$ cat src/rtl/core/fmgi_pkg.sv
// Shared types, codes and constants of the field map grid interpolator.
// No dependencies; every other file of the block but fmgi_ram imports this package.
`default_nettype none

package fmgi_pkg;

   localparam int GRID_NX_DEFAULT = 32;
   localparam int GRID_NY_DEFAULT = 32;
   localparam int GRID_NZ_DEFAULT = 64;

   localparam int MAP_DEPTH   = 65536;
   localparam int ADDR_W      = 16;
   localparam int SAMPLE_W    = 24;
   localparam int COORD_W     = 32;
   localparam int SPACING_W   = 31;
   localparam int CSR_INDEX_W = 3;
   localparam int CSR_DATA_W  = 32;
   localparam int QUOT_W      = 24;
   localparam int DIV_STAGES  = QUOT_W;
   localparam int QUEUE_DEPTH = 4;
   localparam int ENTRY_W     = 3 * SAMPLE_W;

   localparam int REQ_DATA_W = ADDR_W + 3 * SAMPLE_W + 3 * COORD_W;
   localparam int RSP_DATA_W = 3 * SAMPLE_W;

   localparam logic CMD_WRITE = 1'b0;
   localparam logic CMD_QUERY = 1'b1;

   localparam logic [1:0] STATUS_WRITTEN = 2'd0;
   localparam logic [1:0] STATUS_VALID   = 2'd1;
   localparam logic [1:0] STATUS_OUTSIDE = 2'd2;

   localparam logic [1:0] MODE_BLEND   = 2'd0;
   localparam logic [1:0] MODE_NEAREST = 2'd1;
   localparam logic [1:0] MODE_MEAN    = 2'd2;
   localparam logic [1:0] MODE_NONE    = 2'd3;

   localparam logic [CSR_INDEX_W-1:0] REG_MODE      = 3'd0;
   localparam logic [CSR_INDEX_W-1:0] REG_X_ORIGIN  = 3'd1;
   localparam logic [CSR_INDEX_W-1:0] REG_Y_ORIGIN  = 3'd2;
   localparam logic [CSR_INDEX_W-1:0] REG_Z_ORIGIN  = 3'd3;
   localparam logic [CSR_INDEX_W-1:0] REG_X_SPACING = 3'd4;
   localparam logic [CSR_INDEX_W-1:0] REG_Y_SPACING = 3'd5;
   localparam logic [CSR_INDEX_W-1:0] REG_Z_SPACING = 3'd6;

   typedef struct packed {
      logic [1:0]                      mode;
      logic [2:0][COORD_W-1:0]         origin;
      logic [2:0][SPACING_W-1:0]       spacing;
   } cfg_type;

   typedef struct packed {
      logic                            is_write;
      logic                            outside;
      logic [1:0]                      mode;
      logic [ADDR_W-1:0]               addr;
      logic [2:0][SAMPLE_W-1:0]        sample;
      logic [2:0][COORD_W-1:0]         offset;
   } item_type;

   typedef struct packed {
      logic                            is_write;
      logic                            outside;
      logic [1:0]                      mode;
      logic [ADDR_W-1:0]               addr;
      logic [2:0][SAMPLE_W-1:0]        sample;
   } tag_type;

   typedef struct packed {
      logic [1:0]                      status;
      logic [2:0][SAMPLE_W-1:0]        field;
   } rsp_type;

endpackage

`default_nettype wire

$ cat src/rtl/core/fmgi_queue.sv
// Short queue of classified words between the front end and the back end.
// Depends on fmgi_pkg.
`default_nettype none

module fmgi_queue (
   input  wire logic               clock,
   input  wire logic               reset,
   input  wire logic               push,
   input  wire fmgi_pkg::item_type push_item,
   input  wire logic               pop,
   output fmgi_pkg::item_type      head,
   output logic                    empty,
   output logic                    full
);
   import fmgi_pkg::*;

   localparam int PtrW = $clog2(QUEUE_DEPTH);

   item_type              entry_ff [QUEUE_DEPTH];
   logic [PtrW-1:0]       wr_ptr_ff, wr_ptr_in;
   logic [PtrW-1:0]       rd_ptr_ff, rd_ptr_in;
   logic [PtrW:0]         count_ff, count_in;

   always_comb begin
      empty     = (count_ff == '0);
      full      = (count_ff == (PtrW+1)'(QUEUE_DEPTH));
      head      = entry_ff[rd_ptr_ff];
      wr_ptr_in = push ? wr_ptr_ff + 1'b1 : wr_ptr_ff;
      rd_ptr_in = pop  ? rd_ptr_ff + 1'b1 : rd_ptr_ff;
      count_in  = count_ff + (PtrW+1)'(push) - (PtrW+1)'(pop);
   end

   always_ff @(posedge clock) begin
      if (reset) begin
         wr_ptr_ff <= '0;
         rd_ptr_ff <= '0;
         count_ff  <= '0;
      end else begin
         wr_ptr_ff <= wr_ptr_in;
         rd_ptr_ff <= rd_ptr_in;
         count_ff  <= count_in;
      end
   end

   always_ff @(posedge clock) begin
      if (push) begin
         entry_ff[wr_ptr_ff] <= push_item;
      end
   end

endmodule

`default_nettype wire

$ cat config.mk
export PLATFORM = sky130hd
export DESIGN_NAME = fmgi_queue
export DESIGN_NICKNAME = d
export VERILOG_FILES = /design/src/rtl/core/fmgi_pkg.sv /design/src/rtl/core/fmgi_queue.sv
export SDC_FILE = /design/constraint.sdc
export NUM_CORES = 1
export LEC_CHECK = 0
export BUFFER_PORTS_ARGS = -buffer_cell sky130_fd_sc_hd__buf_4
export CORE_UTILIZATION = 40
export CTS_CLUSTER_SIZE = 25
export DETAILED_ROUTE_END_ITERATION = 6
export HOLD_SLACK_MARGIN = 0.05
export PLACE_DENSITY = 0.61
export SKIP_LAST_GASP = 1
export SYNTH_ARGS = -nofsm -noshare
export SYNTH_HDL_FRONTEND = slang
export SYNTH_SLANG_ARGS = --single-unit
$ cat constraint.sdc
create_clock -name clock -period 7.61 [get_ports clock]
set_input_delay 0.761 -clock clock [delete_from_list [all_inputs] [get_ports clock]]
set_output_delay 0.761 -clock clock [all_outputs]
set_load 0.05 [all_outputs]
==> Word-level counts from Yosys, hierarchy flattened <==
Memories as Yosys holds them, arrays and structs flattened. A register that Yosys moved wholly into a read port is not among the register bits.
Index checks and enable logic that the tools add are counted.
{ "op_classes": {"n_addsub": 4, "eq_ne": 1, "reduce_logical": 1, "muxes": 4} }
{ "ops": {"columns": ["cell", "n"], "rows": [
  ["2-bit by 1-bit adder with 2-bit output (second input constant)", 2],
  ["2-bit two-way mux", 2],
  ["3-bit by 1-bit adder with 3-bit output", 1],
  ["3-bit equality test (second input constant)", 1],
  ["3-bit zero test", 1],
  ["3-bit by 1-bit subtractor with 3-bit output", 1],
  ["1-bit two-way mux", 2]
]} }
{ "totals": {"output_inout_bits": 190, "regBits": 7, "inputBits": 192, "ramBits": 752, "memories": 1} }
{ "mem_list": {"columns": ["memory", "depth", "width", "rd", "rd_clocked_by_memory_dff", "wr", "line_no", "rtl"], "rows": [
  ["entry_ff", 4, 188, 1, 1, 1, "fmgi_queue.sv:19", "item_type entry_ff [QUEUE_DEPTH];"]
]} }

==> Longest topological paths before layout <==
{ "depth": {"ltp_word": 3, "mapped_depth": 7} }

==> Worst setup path before layout <==
Ideal clock, no wire load.
{ "synth_path": {"path_kind": "input -> register", "start": "input push", "end": "memory entry_ff[0][0] (netlist name), enable pin", "slack_ns": 2.008, "required_time_ns": 7.040, "t_arrival_ns": 5.031, "stages": 1, "path_cell_list": "and2_1"} }
{ "synth_via": {"elab_chain_len": 2} }
{ "synth_lines": {"columns": ["item", "line_no", "rtl"], "rows": [
  ["start: declaration", "fmgi_queue.sv:8", "input wire logic push,"],
  ["1-bit two-way mux", "fmgi_queue.sv:46", "if (push) begin"],
  ["1-bit two-way mux (implied by the code)", "fmgi_queue.sv:47", "entry_ff[wr_ptr_ff] <= push_item;"],
  ["end: declaration", "fmgi_queue.sv:19", null]
]} }
Every way passes these cells.

==> metrics.log <==
INFO  metric status = finished clean
INFO  metric synth_top_family_by_area = multiplexers
INFO  metric worstSetupPathType = reg2out
INFO  metric synth_seq_area_share = 82.62%
INFO  metric synth_warnings = 0
INFO  metric power.density = 299.0 nW/um2
INFO  metric fp.dieArea = approximately 70,000 um2
INFO  metric detail_route.iter0.violations = 889
INFO  metric io_buffer_count = 381
INFO  metric grt_overflow = 0
INFO  metric total_iterations_of_the_first_detailed_routing_run = 5
INFO  metric cts.htree.levels = 3
INFO  metric finalClockSkew = 0.01406 ns
INFO  metric initial_utilization = approximately two fifths
INFO  metric slew_viol_final = 0
INFO  metric ir_drop = 175.3 uV
INFO  metric final.hold.worst_slack = 0.3512 ns
INFO  metric cts.hold.buffers_added = 0
INFO  metric drc = 0
INFO  metric finish.utilization = 50.24%
INFO  metric fill_cells = 5,337
INFO  metric synth-compound-area-share = 0.05450%
INFO  metric boundaryPins = about 380
INFO  metric vias = 12,225
INFO  metric reg2reg_depth = 4
INFO  metric max_cap_violations = 0
INFO  metric vias_per_cell = 5.119
INFO  metric gp_congestion = around 0.73
INFO  metric postCtsSetupRepairBufs = 0
INFO  metric final_design_area_no_fill = around 34,000 um2
INFO  metric cts.root.buffer_cell = sky130_fd_sc_hd__clkbuf_16
INFO  metric cts-root-to-sink-buffers = 3
INFO  metric total_leakage_power = 11.31 nW
INFO  metric grt_first_pass_wirelength = 80.87 mm
INFO  metric placement_rows = 95
INFO  metric max-slew-margin-rel = 39.36%
INFO  metric dp_hpwl = 31.14 mm
INFO  metric wl = 54.53 mm
INFO  metric hold_viol_final = 0
INFO  metric clk_latency = 0.60 ns
INFO  metric grt_antenna_before_repair = 6
INFO  metric antenna_violation_net_count_after_detailed_routing = 0
INFO  metric min_delay_path_depth = 1
INFO  metric clkSinkCount = 761
INFO  metric worstHoldPathType = in2reg
INFO  metric wl_per_cell = 22.83 um
INFO  metric place_inst = 2,248
INFO  metric grt_pass1_vias = 12,969
INFO  metric worst-endpoint-arrival = 2.90 ns
INFO  metric area.growth.synth_to_final = 23.33%
INFO  metric final_common_cell = sky130_fd_sc_hd__edfxtp_1
INFO  metric final-instance-count-excl-fill = between 2,000 and 2,500
INFO  metric synth.lib_cells_used.distinct = 20
INFO  metric placed_area = 31,400 um2
INFO  metric synth.mux.area_fraction = 15.40%
INFO  metric synth_xor_xnor_area_share = 0.1499%
INFO  metric nets = 1,656
INFO  metric timing.critical_path.cells = buf_4 -> mux4_2 -> buf_4
INFO  metric critical_path_max_stage_delay = 0.87 ns
INFO  metric synth_adder_area_share = 0.3452%
INFO  metric crit_path_frequent_cell = sky130_fd_sc_hd__buf_4
INFO  metric fp.dieW = around 260 um
INFO  metric syn-num-nets = 1,223
INFO  metric cts-buffers-inserted = 80
INFO  metric ctsResizeCount = 0
INFO  metric die_h = 264.4 um
INFO  metric achievable-frequency = ~0.27 GHz
INFO  metric post_synth_instance_area = 27,550 um2
INFO  metric layout.cells.most_common_list = sky130_fd_sc_hd__edfxtp_1 (752), sky130_fd_sc_hd__buf_4 (386), sky130_fd_sc_hd__mux4_2 (188)
INFO  metric worst_slack = 3.947 ns
INFO  metric dp_worst_setup_slack = 4.515 ns
INFO  metric grt_start_max_net_pins = 102
INFO  metric worst_setup_path_end_kind = output port
INFO  metric cpMaxStageDelayCell = sky130_fd_sc_hd__dfxtp_4
INFO  metric worst_setup_path_start_kind = flop
INFO  metric post_route_fraction_of_the_period_consumed_by_the_critical_path = 48.14%
INFO  metric synth.ff_latch_count = 761
INFO  metric setup_repair_after_global_routing_missed_its_margin = false
INFO  metric critical_path_required = 6.85 ns
INFO  metric setup_total_negative_slack = 0 ns
INFO  metric synthSimpleGateAreaFrac = 0.2725%
INFO  metric syn_inst = 1,024
INFO  metric timing.final.setup_violations = 0
INFO  metric syn_avg_cell_area = 26.90 um2
INFO  metric layout_cell_share_with_drive_strength_beyond_1 = 45.84%
INFO  metric grt_use_total = 15.46%
INFO  metric finalPower = 10.16 mW
INFO  metric critical_path_peak_fanout = 50
INFO  metric area_of_the_core = 67,630 um2
INFO  metric cts.reportedPaths.clkPinSlew = roughly 0.06 ns
INFO  metric cts_tree = done
INFO  metric period_needed = approximately 3.7 ns
INFO  metric worst_pin_slew = between 0.9 and 1 ns
per-layer routing:
layer / wire (um) / global-route usage [%] / share of wire (%) / up-vias
met1: 21850 / 19.67 / 40 / 6431
met4: 1137 / 5.217 / 2.1 / 10
met3: 4716 / 5.536 / 8.6 / 83
met5: 65 / 0 / 0.12 / -
li1: - / - / - / 5323
met2: 26760 / 24.64 / 49 / 378
logic make-up after synthesis:
kind of cell | Yosys count
xor+xnor | 3
buf+inv | 48
fa+ha+maj | 7
mux | 189
flops | 761
simple gates | 14
compound gates | 2
final timing paths:
path,start,to,slack [ns]
max reg2reg,wr_ptr_ff[0]$_SDFFE_PP0P_,entry_ff[0][130]$_DFFE_PP_,5.21
max,flop,head[124],3.95
min reg2reg,rd_ptr_ff[1]$_SDFFE_PP0P_,flop,0.54
min,push_item[88],entry_ff[0][88]$_DFFE_PP_,0.35
final cells by class:
class	count	area [um2]	area share (%)
Tap cell	873	1092	3.215
Sequential cell	761	22770	67.01
Antenna cell	1	2.502	0.007365
Timing Repair Buffer	393	3038	8.941
Clock buffer	98	2091	6.153
Inverter	6	22.52	0.06628
Multi-Input combinational cell	215	4481	13.19
Clock inverter	41	483.0	1.421
power breakdown:
group / switching [mW] / total [mW] / internal [mW]
clock network: 1.53 / 3.85 / 2.32
logic: 0.939 / 1.44 / 0.498
registers: 0.0527 / 4.88 / 4.82
total: 2.52 / 10.2 / 7.64
Yosys cell counts (all sizes together):
library cell,n,share of area (%)
xor3,1,0.086
edfxtp,752,82
a21oi,1,0.018
xnor2,2,0.064
buf,35,0.98
nor2,5,0.068
inv,6,0.082
fa,1,0.073
nor3,1,0.018
mux4,188,15
and2,4,0.091
ha,6,0.27
clkbuf,7,0.095
mux2i,1,0.036
nand3b,1,0.027
nor2b,2,0.045
a21bo,1,0.036
and3,1,0.023
dfxtp,9,0.65
registers in the layout (all words and copies together) (netlist names), named ones only:
signal,cells
count_ff,3
entry_ff,752
rd_ptr_ff,2
wr_ptr_ff,2
worst max-delay path: cells and delay by family, from the launching register on:
family | cells | cell delay [ns]
muxes | 1 | 0.42
buffers and inverters | 2 | 0.92
DFF | 1 | 0.87
Power figures use the tool's default switching activity.
