$ cat src/rtl/core/fmgi_pkg.sv
// Shared types, codes and constants of the field map grid interpolator.
// No dependencies; every other file of the block but fmgi_ram imports this package.
`default_nettype none

package fmgi_pkg;

   localparam int GRID_NX_DEFAULT = 32;
   localparam int GRID_NY_DEFAULT = 32;
   localparam int GRID_NZ_DEFAULT = 64;

   localparam int MAP_DEPTH   = 65536;
   localparam int ADDR_W      = 16;
   localparam int SAMPLE_W    = 24;
   localparam int COORD_W     = 32;
   localparam int SPACING_W   = 31;
   localparam int CSR_INDEX_W = 3;
   localparam int CSR_DATA_W  = 32;
   localparam int QUOT_W      = 24;
   localparam int DIV_STAGES  = QUOT_W;
   localparam int QUEUE_DEPTH = 4;
   localparam int ENTRY_W     = 3 * SAMPLE_W;

   localparam int REQ_DATA_W = ADDR_W + 3 * SAMPLE_W + 3 * COORD_W;
   localparam int RSP_DATA_W = 3 * SAMPLE_W;

   localparam logic CMD_WRITE = 1'b0;
   localparam logic CMD_QUERY = 1'b1;

   localparam logic [1:0] STATUS_WRITTEN = 2'd0;
   localparam logic [1:0] STATUS_VALID   = 2'd1;
   localparam logic [1:0] STATUS_OUTSIDE = 2'd2;

   localparam logic [1:0] MODE_BLEND   = 2'd0;
   localparam logic [1:0] MODE_NEAREST = 2'd1;
   localparam logic [1:0] MODE_MEAN    = 2'd2;
   localparam logic [1:0] MODE_NONE    = 2'd3;

   localparam logic [CSR_INDEX_W-1:0] REG_MODE      = 3'd0;
   localparam logic [CSR_INDEX_W-1:0] REG_X_ORIGIN  = 3'd1;
   localparam logic [CSR_INDEX_W-1:0] REG_Y_ORIGIN  = 3'd2;
   localparam logic [CSR_INDEX_W-1:0] REG_Z_ORIGIN  = 3'd3;
   localparam logic [CSR_INDEX_W-1:0] REG_X_SPACING = 3'd4;
   localparam logic [CSR_INDEX_W-1:0] REG_Y_SPACING = 3'd5;
   localparam logic [CSR_INDEX_W-1:0] REG_Z_SPACING = 3'd6;

   typedef struct packed {
      logic [1:0]                      mode;
      logic [2:0][COORD_W-1:0]         origin;
      logic [2:0][SPACING_W-1:0]       spacing;
   } cfg_type;

   typedef struct packed {
      logic                            is_write;
      logic                            outside;
      logic [1:0]                      mode;
      logic [ADDR_W-1:0]               addr;
      logic [2:0][SAMPLE_W-1:0]        sample;
      logic [2:0][COORD_W-1:0]         offset;
   } item_type;

   typedef struct packed {
      logic                            is_write;
      logic                            outside;
      logic [1:0]                      mode;
      logic [ADDR_W-1:0]               addr;
      logic [2:0][SAMPLE_W-1:0]        sample;
   } tag_type;

   typedef struct packed {
      logic [1:0]                      status;
      logic [2:0][SAMPLE_W-1:0]        field;
   } rsp_type;

endpackage

`default_nettype wire

$ cat src/rtl/core/fmgi_front.sv
// Front end: unpacks a request word and classifies it (write, query, early outside).
// Depends on fmgi_pkg.
`default_nettype none

module fmgi_front (
   input  wire logic                          req_tuser,
   input  wire logic [fmgi_pkg::REQ_DATA_W-1:0] req_tdata,
   input  wire fmgi_pkg::cfg_type             cfg,
   output fmgi_pkg::item_type                 item
);
   import fmgi_pkg::*;

   logic [2:0][COORD_W-1:0] point;
   logic signed [COORD_W:0] diff [3];
   logic                    negative;

   always_comb begin
      point[0] = req_tdata[ADDR_W+3*SAMPLE_W +: COORD_W];
      point[1] = req_tdata[ADDR_W+3*SAMPLE_W+COORD_W +: COORD_W];
      point[2] = req_tdata[ADDR_W+3*SAMPLE_W+2*COORD_W +: COORD_W];
      negative = 1'b0;
      for (int a = 0; a < 3; a++) begin
         diff[a] = $signed({point[a][COORD_W-1], point[a]})
                 - $signed({cfg.origin[a][COORD_W-1], cfg.origin[a]});
         item.offset[a] = diff[a][COORD_W-1:0];
         negative = negative | diff[a][COORD_W];
      end
      item.is_write  = (req_tuser == CMD_WRITE);
      item.outside   = negative || (cfg.mode == MODE_NONE);
      item.mode      = cfg.mode;
      item.addr      = req_tdata[ADDR_W-1:0];
      item.sample[0] = req_tdata[ADDR_W +: SAMPLE_W];
      item.sample[1] = req_tdata[ADDR_W+SAMPLE_W +: SAMPLE_W];
      item.sample[2] = req_tdata[ADDR_W+2*SAMPLE_W +: SAMPLE_W];
   end

endmodule

`default_nettype wire

$ cat config.mk
export PLATFORM = sky130hd
export DESIGN_NAME = fmgi_front
export DESIGN_NICKNAME = d
export VERILOG_FILES = /design/src/rtl/core/fmgi_pkg.sv /design/src/rtl/core/fmgi_front.sv
export SDC_FILE = /design/constraint.sdc
export NUM_CORES = 1
export LEC_CHECK = 0
export BUFFER_PORTS_ARGS = -buffer_cell sky130_fd_sc_hd__buf_4
export CORE_AREA = 2 2 218 220
export DETAILED_ROUTE_END_ITERATION = 6
export DIE_AREA = 0 0 220 222
export SYNTH_ARGS = -nofsm -noshare
export SYNTH_HDL_FRONTEND = slang
export SYNTH_SLANG_ARGS = --single-unit
$ cat constraint.sdc
create_clock -name vclk -period 5.4
set_input_delay 0.54 -clock vclk [all_inputs]
set_output_delay 0.54 -clock vclk [all_outputs]
set_load 0.02 [all_outputs]
* Word-level counts from Yosys, hierarchy flattened
Cells that the tools add are included.
** Word-level totals
- Flip-flop bits (word level) :: 0
- Input port bits :: 376
- Output and inout bits :: 188
- Logic and storage cells :: 8
** Operators by class
- $add $sub $neg :: 3
- Equality and inequality tests :: 1
- Bitwise logic cells :: 3
- Reduce and logical (&&, ||, !) cells :: 1
** Operators with widths (count)
- $sub A32 B32 Y33 :: 3
- $eq A2 B2 Y1 const B :: 1
- $or A1 B1 Y1 :: 2
- $logic_or A1 B1 Y1 :: 1
- $not A1 Y1 :: 1

* Depth between registers and ports, before layout
Gate-level depths: netlist (run 1).
- Depth in word-level cells :: 4
- Mapped depth :: 12
- Mapped depth without buffers :: 12

* Worst setup path before layout (run 1)
Ideal clock, no wire load.
- Path type :: input to output
- From :: input port req_tdata[120] (netlist name)
- To :: output port item[62] (netlist name)
- Arrival time :: 3135 ps
- Slack :: 1725 ps
- Cell stages on the path :: 12
- Cell sequence :: inv_1 > ha_1 > fa_1 > nand2b_1 > a21oi_1 > o41a_1 > a31oi_1 > o41ai_1 > nand4_1 > a31oi_1 > o41ai_1 > xnor2_1
** RTL lines
- start: declaration :: line fmgi_front.sv:7 : input wire logic [fmgi_pkg::REQ_DATA_W-1:0] req_tdata,
- end: declaration :: line fmgi_front.sv:9 : output fmgi_pkg::item_type item

==> qor.csv, run 1 <==
metric,value,unit
status,completed,
Final Wtd Congestion,0.837,
clock buffer count,0,
vias in the first global route,6330,
WL/cell,13.7,um
CTS resizes,0,
sw frac,55.1,%
Routed Antenna Nets,0,
Reg power frac,0,%
Area Overhead vs Synth,38.5,%
simple-gate share of the synthesized area,14.5,%
RSZ-0062 raised after global routing,false,
final critical-path required period,4550,ps
Pint,0.570,mW
Hold Path Class,in -> out,
Hold Path Stages,0,
Post-Synthesis Mean Instance Area,6.83,um2
initial antenna violation count,2,
worst slew pin tran,720,ps
synthesized area,5920,um2
Worst EP arrival,4010,ps
highest clock rate,0.220,GHz
DRC viols,0,
sequential area share after synthesis,0,%
chip height,222,um
crit path cell chain,"buf_4, ha_1, fa_1, nand2b_1, a21oi_1, o41a_1, a31oi_1, o41ai_1, nand4_1, a31oi_1, o41ai_1, xnor2_1, buf_4",
Hold EP,item[117],
starting density of the core,12.8,%
IO Pins,564,
Max stage delay on crit path,660,ps
first-pass GRT wire length,34100,um
max-slew violations,0,
final instance area,8200,um2
max-cap viol count,0,
"Core Util, Final",17.7,%
Max-slew headroom,51.7,%
largest net degree at the start of global routing,12,
Post-DP HPWL,20900,um
die footprint,48800,um2
crit path kind,in -> out,
Core ar.,46300,um2
largest family of logic cells by synthesized area,compound AO/OA/AOI/OAI gates,
row count,79,
Final nets,1541,
Peak VDD IR,0.0807,mV
Post-CTS Setup Bufs,0,
total congestion overflow,0,
drt initial violations,209,
worst hold path startpoint,req_tdata[37],
Comb pwr share,100.0,%
DRT Wirelength,23000,um
clock share of power,0,%
gr usage total,8.68,%
Post-Synthesis Cells,867,
Synth Area in XOR/XNOR,11.8,%
CTS Hold Bufs,0,
setup TNS,0,ps
Seq. cell area,0,um2
warnings from Yosys,0,
Synth Area in Compound Gates,31.0,%
Startpoint Class,primary input,
routed vias/inst,3.93,
die width,220,um
"commonest non-fill, non-tap cell in the layout",buf_4,
CP max FO,4,
CP max-delay cell,o41ai_1,
fraction of synthesized area in multiplexers,0.507,%
num sequential,0,
PD cells,155,nW/um2
layout cells sized above 1,29.0,%
Fin. Hold Viols,0,
final setup violating endpoints,0,
CP required,4860,ps
I/O Buffers,295,
period utilisation layout,84.3,%
Synth cell types,59,
adder-cell share of the synthesized area,21.3,%
leakage,4.26,nW
most frequent cells in the layout,"298 x buf_4, 137 x inv_1, 96 x ha_1, 75 x a21oi_1, 64 x xnor2_1",
total power,1.27,mW
sw power,0.699,mW
Pre-antenna DRT Iters,5,
CP Capture Type,primary output,
vias,6568,
WHS,1080,ps
Mapped Nets,1342,
Post-DP Area,8200,um2
==> worst max-delay path, delay by kind of cell <==
kind	cells	cell delay, ps
fa+ha+maj	2	680
buf+inv	2	300
xor+xnor	1	200
simple gates	2	430
compound gates	6	1850
==> layer usage <==
metal	GRT usage, %	vias up	part of all wire [%]
met5	0	-	0.057
met4	0.909	2	1.1
met3	1.58	24	6.6
met2	15.1	238	48
met1	11.4	2983	45
li1	-	3321	-
==> synthesized netlist by cell type, types with 2 or more instances <==
master / count / area [um2]
a211o_1: 4 / 35.0
a211oi_1: 7 / 52.6
a21o_1: 45 / 338
a21oi_1: 75 / 375
a221o_1: 3 / 30.0
a221oi_1: 3 / 26.3
a31o_2: 2 / 17.5
a31oi_1: 9 / 56.3
and2_1: 5 / 31.3
and3_1: 6 / 37.5
buf_4: 90 / 676
clkbuf_1: 10 / 37.5
fa_1: 3 / 60.1
ha_1: 96 / 1200
inv_1: 137 / 514
mux2i_1: 3 / 30.0
nand2_1: 40 / 150
nand2b_1: 14 / 87.6
nand3_1: 11 / 55.1
nand3b_1: 2 / 15.0
nand4_1: 12 / 75.1
nor2_1: 48 / 180
nor2b_1: 15 / 93.8
nor3_1: 13 / 65.1
o2111ai_1: 5 / 43.8
o211ai_1: 9 / 67.6
o21a_1: 26 / 195
o21ai_0: 38 / 190
o21ai_1: 3 / 15.0
o21ba_2: 2 / 20.0
o21bai_1: 10 / 75.1
o22ai_1: 3 / 18.8
o31a_1: 6 / 52.6
o31ai_1: 5 / 37.5
o41ai_1: 2 / 17.5
or3_1: 3 / 18.8
or4_1: 2 / 15.0
xnor2_1: 64 / 561
xor2_1: 16 / 140
==> how the worst max path moves through the flow <==
stage | slack [ps] | to | startpoint | depth (start not counted)
floorplan | 1730 | item[62] | req_tdata[120] | 12
global placement | 890 | item[62] | req_tdata[120] | 14
detailed placement | 900 | item[62] | cfg[125] | 13
CTS | 880 | item[62] | cfg[125] | 13
global route | 670 | item[62] | req_tdata[120] | 14
finish | 850 | item[62] | cfg[125] | 13
==> power by group through the flow <==
| stage | Clock (mW) | Sequential, mW | Combinational [mW] |
|---|---|---|---|
| 2_1_floorplan | 0 | 0 | 0.844 |
| 3_3_place_gp | 0 | 0 | 1.27 |
| 3_5_place_dp | 0 | 0 | 1.28 |
| 4_1_cts | 0 | 0 | 1.28 |
| 5_1_grt | 0 | 0 | 1.38 |
| 6_report | 0.0000000248 | 0 | 1.27 |
==> layout make-up <==
cell class | count | area (um2)
antenna | 1 | 2.50
fill | 5288 | 38100
inverter | 137 | 514
multi-input combinational | 629 | 4690
tap | 607 | 759
timing repair buffer | 298 | 2240
==> metrics by stage <==
stage                     worst slack (ps)  std cells
after detailed placement               900       1671
after floorplan                       1730        867
after CTS                              881       1671
after global placement                 889       1671
after global routing                   674       1671
final                                  849       1672
==> kinds of logic (layout without fill, tap and decap cells) <==
| group | after synthesis | count (layout) |
|---|---|---|
| buf+inv | 238 | 435 |
| compound gates | 272 | 272 |
| simple gates | 175 | 175 |
| other cells | 0 | 1 |
| fa+ha+maj | 99 | 99 |
| mux | 3 | 3 |
| xor+xnor | 80 | 80 |
No activity file was read; power rests on OpenSTA's default activity.
==> run 2, diff against run 1 <==
--- a/config.mk
+++ b/config.mk
@@ -6,9 +6,9 @@
 export NUM_CORES = 1
 export LEC_CHECK = 0
 export BUFFER_PORTS_ARGS = -buffer_cell sky130_fd_sc_hd__buf_4
-export CORE_AREA = 2 2 218 220
+export CORE_AREA = 2 2 220 222
 export DETAILED_ROUTE_END_ITERATION = 6
-export DIE_AREA = 0 0 220 222
+export DIE_AREA = 0 0 222 224
 export SYNTH_ARGS = -nofsm -noshare
 export SYNTH_HDL_FRONTEND = slang
 export SYNTH_SLANG_ARGS = --single-unit
==> constraint.sdc (replaced) <==
create_clock -name vclk -period 4.65
set_input_delay 0.465 -clock vclk [all_inputs]
set_output_delay 0.465 -clock vclk [all_outputs]
set_load 0.02 [all_outputs]
==> qor.csv, run 2 (synthesis gave the netlist of run 1 again) <==
metric,value,unit,change
Post-CTS Setup Bufs,0,,unchanged
WHS,930,ps,was 1080 ps
Routed Antenna Nets,0,,unchanged
Pre-antenna DRT Iters,5,,unchanged
I/O Buffers,295,,unchanged
final setup violating endpoints,0,,unchanged
worst slew pin tran,682,ps,was 720 ps
CTS Hold Bufs,0,,unchanged
Hold Path Class,in -> out,,unchanged
RSZ-0062 raised after global routing,false,,unchanged
Final nets,1541,,unchanged
setup TNS,0,ps,unchanged
Area Overhead vs Synth,38.7,%,was 38.5%
DRC viols,0,,unchanged
max-slew violations,0,,unchanged
Post-DP HPWL,21600,um,was 20900 um
"commonest non-fill, non-tap cell in the layout",buf_4,,unchanged
final critical-path required period,4280,ps,
clock buffer count,0,,unchanged
PD cells,180,nW/um2,was 155 nW/um2
Worst EP arrival,3820,ps,was 4010 ps
Comb pwr share,100.0,%,about the same
row count,80,,was 79
largest net degree at the start of global routing,12,,unchanged
Fin. Hold Viols,0,,unchanged
layout cells sized above 1,29.0,%,unchanged
most frequent cells in the layout,"298 x buf_4, 137 x inv_1, 96 x ha_1, 75 x a21oi_1, 64 x xnor2_1",,unchanged
Peak VDD IR,0.0846,mV,was 0.0807 mV
highest clock rate,0.233,GHz,
CP max FO,3,,was 4
initial antenna violation count,3,,was 2
num sequential,0,,unchanged
die width,222,um,was 220 um
Reg power frac,0,%,about the same
total power,1.48,mW,was 1.27 mW
max-cap viol count,0,,unchanged
CTS resizes,0,,unchanged
status,completed,,unchanged
Core ar.,47300,um2,was 46300 um2
"Core Util, Final",17.3,%,was 17.7%
routed vias/inst,3.89,,was 3.93
leakage,4.26,nW,about the same
starting density of the core,12.5,%,was 12.8%
WL/cell,14.0,um,was 13.7 um
Startpoint Class,primary input,,unchanged
total congestion overflow,0,,unchanged
CP Capture Type,primary output,,unchanged
sw frac,55.2,%,was 55.1%
CP required,4180,ps,was 4860 ps
Pint,0.663,mW,was 0.570 mW
first-pass GRT wire length,34200,um,was 34100 um
Max-slew headroom,54.0,%,was 51.7%
clock share of power,0,%,about the same
Seq. cell area,0,um2,unchanged
die footprint,49700,um2,was 48800 um2
sw power,0.816,mW,was 0.699 mW
DRT Wirelength,23500,um,was 23000 um
drt initial violations,302,,was 209
period utilisation layout,92.1,%,
Final Wtd Congestion,0.836,,was 0.837
vias,6537,,was 6568
vias in the first global route,6161,,was 6330
IO Pins,564,,unchanged
chip height,224,um,was 222 um
crit path kind,in -> out,,unchanged
gr usage total,8.63,%,was 8.68%
==> run 2: layout make-up <==
cell class / instances / area, um2
Antenna cell: 1 / 2.50
Fill cell: 5444 / 39100
Inverter: 137 / 514
Multi-Input combinational cell: 629 / 4690
Tap cell: 615 / 769
Timing Repair Buffer: 298 / 2240
==> run 2: path summary, 6_finish.rpt <==
check	to	cells after the start	start	slack, ps
setup / recovery	item[60]	13	cfg[125]	370
hold / removal	item[122]	0	req_tdata[42]	930
==> run 2: power by group through the flow <==
stage,Clock (mW),Combinational [mW],Sequential (mW)
after global placement,0,1.48,0
after floorplan,0,0.980,0
after CTS,0,1.50,0
final,0.0000000290,1.48,0
after detailed placement,0,1.49,0
after global routing,0.0000000290,1.60,0
==> run 2: critical path, cell delays in order <==
cell	delay, ps
buf_4	120
ha_1	200
fa_1	420
nand2b_1	200
a21oi_1	190
o41a_1	230
a31oi_1	140
o41ai_1	650
nand4_1	220
a31oi_1	480
nor2_1	100
xnor2_1	210
buf_4	180
==> run 2: layer usage <==
metal / global-route usage (%) / wire length [um] / vias to the layer above
li1: - / - / 3320
met2: 15.1 / 11300 / 241
met5: 0 / 27 / -
met1: 11.1 / 10200 / 2944
met4: 1.16 / 250 / 4
met3: 1.82 / 1670 / 28
==> run 2: through the flow <==
step | area (um2) | setup slack [ps] | std cells
after detailed placement | 8210 | 492 | 1679
final | 8210 | 365 | 1680
after floorplan | 5920 | 1130 | 867
after global routing | 8210 | 204 | 1680
after global placement | 8210 | 480 | 1679
after CTS | 8210 | 445 | 1679
==> run 3, diff against run 2 <==
--- a/config.mk
+++ b/config.mk
@@ -5,6 +5,7 @@
 export SDC_FILE = /design/constraint.sdc
 export NUM_CORES = 1
 export LEC_CHECK = 0
+export ABC_AREA = 1
 export BUFFER_PORTS_ARGS = -buffer_cell sky130_fd_sc_hd__buf_4
 export CORE_AREA = 2 2 220 222
 export DETAILED_ROUTE_END_ITERATION = 6
==> qor.csv, run 3 <==
metric,value,unit,change
Mapped Nets,1808,,was 1342
Final WS setup,1610,ps,was 365 ps
Max-slew headroom,69.0,%,was 54.0%
Startpoint Class,primary input,,unchanged
worst slew pin tran,461,ps,was 682 ps
PD cells,167,nW/um2,was 180 nW/um2
CP required,4180,ps,about the same
max-slew violations,0,,unchanged
I/O Buffers,295,,unchanged
Seq. cell area,0,um2,unchanged
largest net degree at the start of global routing,7,,was 12
DRT Wirelength,31400,um,was 23500 um
WL met3,2220,um,was 1670 um
leakage,5.33,nW,was 4.26 nW
Reg power frac,0,%,about the same
"Core Util, Final",20.1,%,was 17.3%
Hold Path Class,in -> out,,unchanged
Post-Synthesis Mean Instance Area,5.41,um2,was 6.83 um2
num sequential,0,,unchanged
Final nets,2015,,was 1541
Synth cell types,29,,was 59
crit path cell chain,"buf_4, inv_1, ha_1, fa_1, inv_1, nand2_1, nand2_1, nand3_1, nand2_2, nand2_1, nand2_2, nand2_1, nand3_1, nand2_1, nor2_1, nand2_1, buf_4",,"was buf_4, ha_1, fa_1, nand2b_1, a21oi_1, o41a_1, a31oi_1, o41ai_1, nand4_1, a31oi_1, nor2_1, xnor2_1, buf_4"
most frequent cells in the layout,"374 x nand2_1, 295 x buf_4, 236 x inv_1, 135 x nor2_1, 116 x a21oi_1",,"was 298 x buf_4, 137 x inv_1, 96 x ha_1, 75 x a21oi_1, 64 x xnor2_1"
Post-DP Area,9520,um2,was 8210 um2
Final Wtd Congestion,0.913,,was 0.836
vias,8925,,was 6537
highest clock rate,0.329,GHz,was 0.233 GHz
gr usage total,12.0,%,was 8.63%
Setup WS pre-CTS,1560,ps,was 492 ps
Post-synth top cells,"374 x nand2_1, 236 x inv_1, 135 x nor2_1",,"was 137 x inv_1, 96 x ha_1, 90 x buf_4"
total power,1.59,mW,was 1.48 mW
vias in the first global route,8765,,was 6161
chip height,224,um,unchanged
status,completed,,unchanged
starting density of the core,15.2,%,was 12.5%
Post-CTS Setup Bufs,0,,unchanged
CP max FO,4,,was 3
clock share of power,0,%,about the same
total congestion overflow,0,,unchanged
Post-Synthesis Cells,1333,,was 867
sequential area share after synthesis,0,%,unchanged
Comb pwr share,100.0,%,about the same
CP Buf/Inv Count,4,,was 2
kind of cell adding the most delay to the critical path,simple AND/OR/NAND/NOR gates,,was compound AO/OA/AOI/OAI gates
crit path kind,in -> out,,unchanged
Routed Antenna Nets,0,,unchanged
worst hold path startpoint,req_tdata[39],,was req_tdata[42]
Hold Path Stages,0,,unchanged
IO Pins,564,,unchanged
first-pass GRT wire length,47300,um,was 34200 um
CP max-delay cell,fa_1,,was o41ai_1
layout cells sized above 1,21.7,%,was 29.0%
initial antenna violation count,1,,was 3
Worst EP arrival,2570,ps,was 3820 ps
sw power,0.962,mW,was 0.816 mW
met2 wire len,15400,um,was 11300 um
metal1 wirelength,12600,um,was 10200 um
Non-Filler Instances,2154,,was 1680
crit-path most repeated cell,nand2_1,,
routed vias/inst,4.14,,was 3.89
Max stage delay on crit path,460,ps,was 650 ps
die footprint,49700,um2,unchanged
Core ar.,47300,um2,unchanged
synthesized area,7210,um2,was 5920 um2
Pre-antenna DRT Iters,5,,unchanged
Inst Count DP,2153,,was 1679
top-count cell post-synth,nand2_1,,was inv_1
final instance area,9520,um2,was 8210 um2
highest routed metal layer,met4,,was met5
max-cap viol count,0,,unchanged
Post-DP HPWL,29000,um,was 21600 um
"commonest non-fill, non-tap cell in the layout",nand2_1,,was buf_4
setup TNS,0,ps,unchanged
drt initial violations,422,,was 302
final critical-path required period,3040,ps,was 4280 ps
CTS resizes,0,,unchanged
Peak VDD IR,0.0952,mV,was 0.0846 mV
WL/cell,14.6,um,was 14.0 um
Fin. Hold Viols,0,,unchanged
Synth top area share,19.5,%,was 20.3%
RSZ-0062 raised after global routing,false,,unchanged
dominant cell type by area after synthesis,nand2_1,,was ha_1
synth top area cells,"nand2_1 19%, ha_1 17%, inv_1 12%",,"was ha_1 20%, buf_4 11%, xnor2_1 9.5%"
row count,80,,unchanged
Pint,0.630,mW,was 0.663 mW
CTS Hold Bufs,0,,unchanged
die width,222,um,unchanged
final setup violating endpoints,0,,unchanged
period utilisation layout,65.3,%,was 92.1%
Hold EP,item[119],,was item[122]
DRC viols,0,,unchanged
sw frac,60.4,%,was 55.2%
CP Capture Type,primary output,,unchanged
clock buffer count,0,,unchanged
Area Overhead vs Synth,32.1,%,was 38.7%
warnings from Yosys,0,,unchanged
WHS,930,ps,unchanged
## run 3: changes by cell type after synthesis, moves of 10 or more
cell,before,now
xnor2_1,64,15
nand3_1,11,55
a21o_1,45,8
a21oi_1,75,116
nor2b_1,15,0
nand2_1,40,374
nand2b_1,14,0
nor2_1,48,135
inv_1,137,236
clkbuf_1,10,0
nand2_2,0,13
o21ai_2,1,13
xor2_1,16,47
o21a_1,26,12
## run 3: logic make-up (layout without fill, tap and decap cells)
logic type | after synthesis | after routing | synth area share (%)
fa+ha+maj | 99 | 99 | 17.5
other cells | 0 | 1 | 0
simple gates | 619 | 619 | 35.1
compound gates | 227 | 227 | 18.2
buf+inv | 326 | 531 | 21.7
xor+xnor | 62 | 62 | 7.53
## run 3: metal layers
layer | up-vias | global-route usage, %
met5 | - | 0
met4 | 0 | 4.08
met3 | 76 | 2.40
met2 | 385 | 22.3
met1 | 3897 | 13.7
li1 | 4567 | -
## run 3: power by group through the flow
stage                  Clock, mW  Combinational, mW  Sequential [mW]
floorplan                      0               1.04                0
global placement               0               1.60                0
detailed placement             0               1.60                0
CTS                            0               1.61                0
global route        0.0000000288               1.74                0
finish              0.0000000288               1.59                0
## run 3: worst max path at each step
stage	cells past startpoint	slack, ps	startpoint	to
after global placement	17	1550	req_tdata[152]	item[186]
after CTS	17	1560	req_tdata[152]	item[186]
after global routing	17	1410	req_tdata[152]	item[186]
after detailed placement	17	1560	req_tdata[152]	item[186]
after floorplan	13	2040	req_tdata[152]	item[88]
final	17	1610	req_tdata[152]	item[186]
## run 3: layout make-up
class,instances,area [um2]
antenna,1,2.50
inverter,236,886
tap,615,769
timing repair buffer,295,2210
multi-input combinational,1007,5650
fill,5619,37800
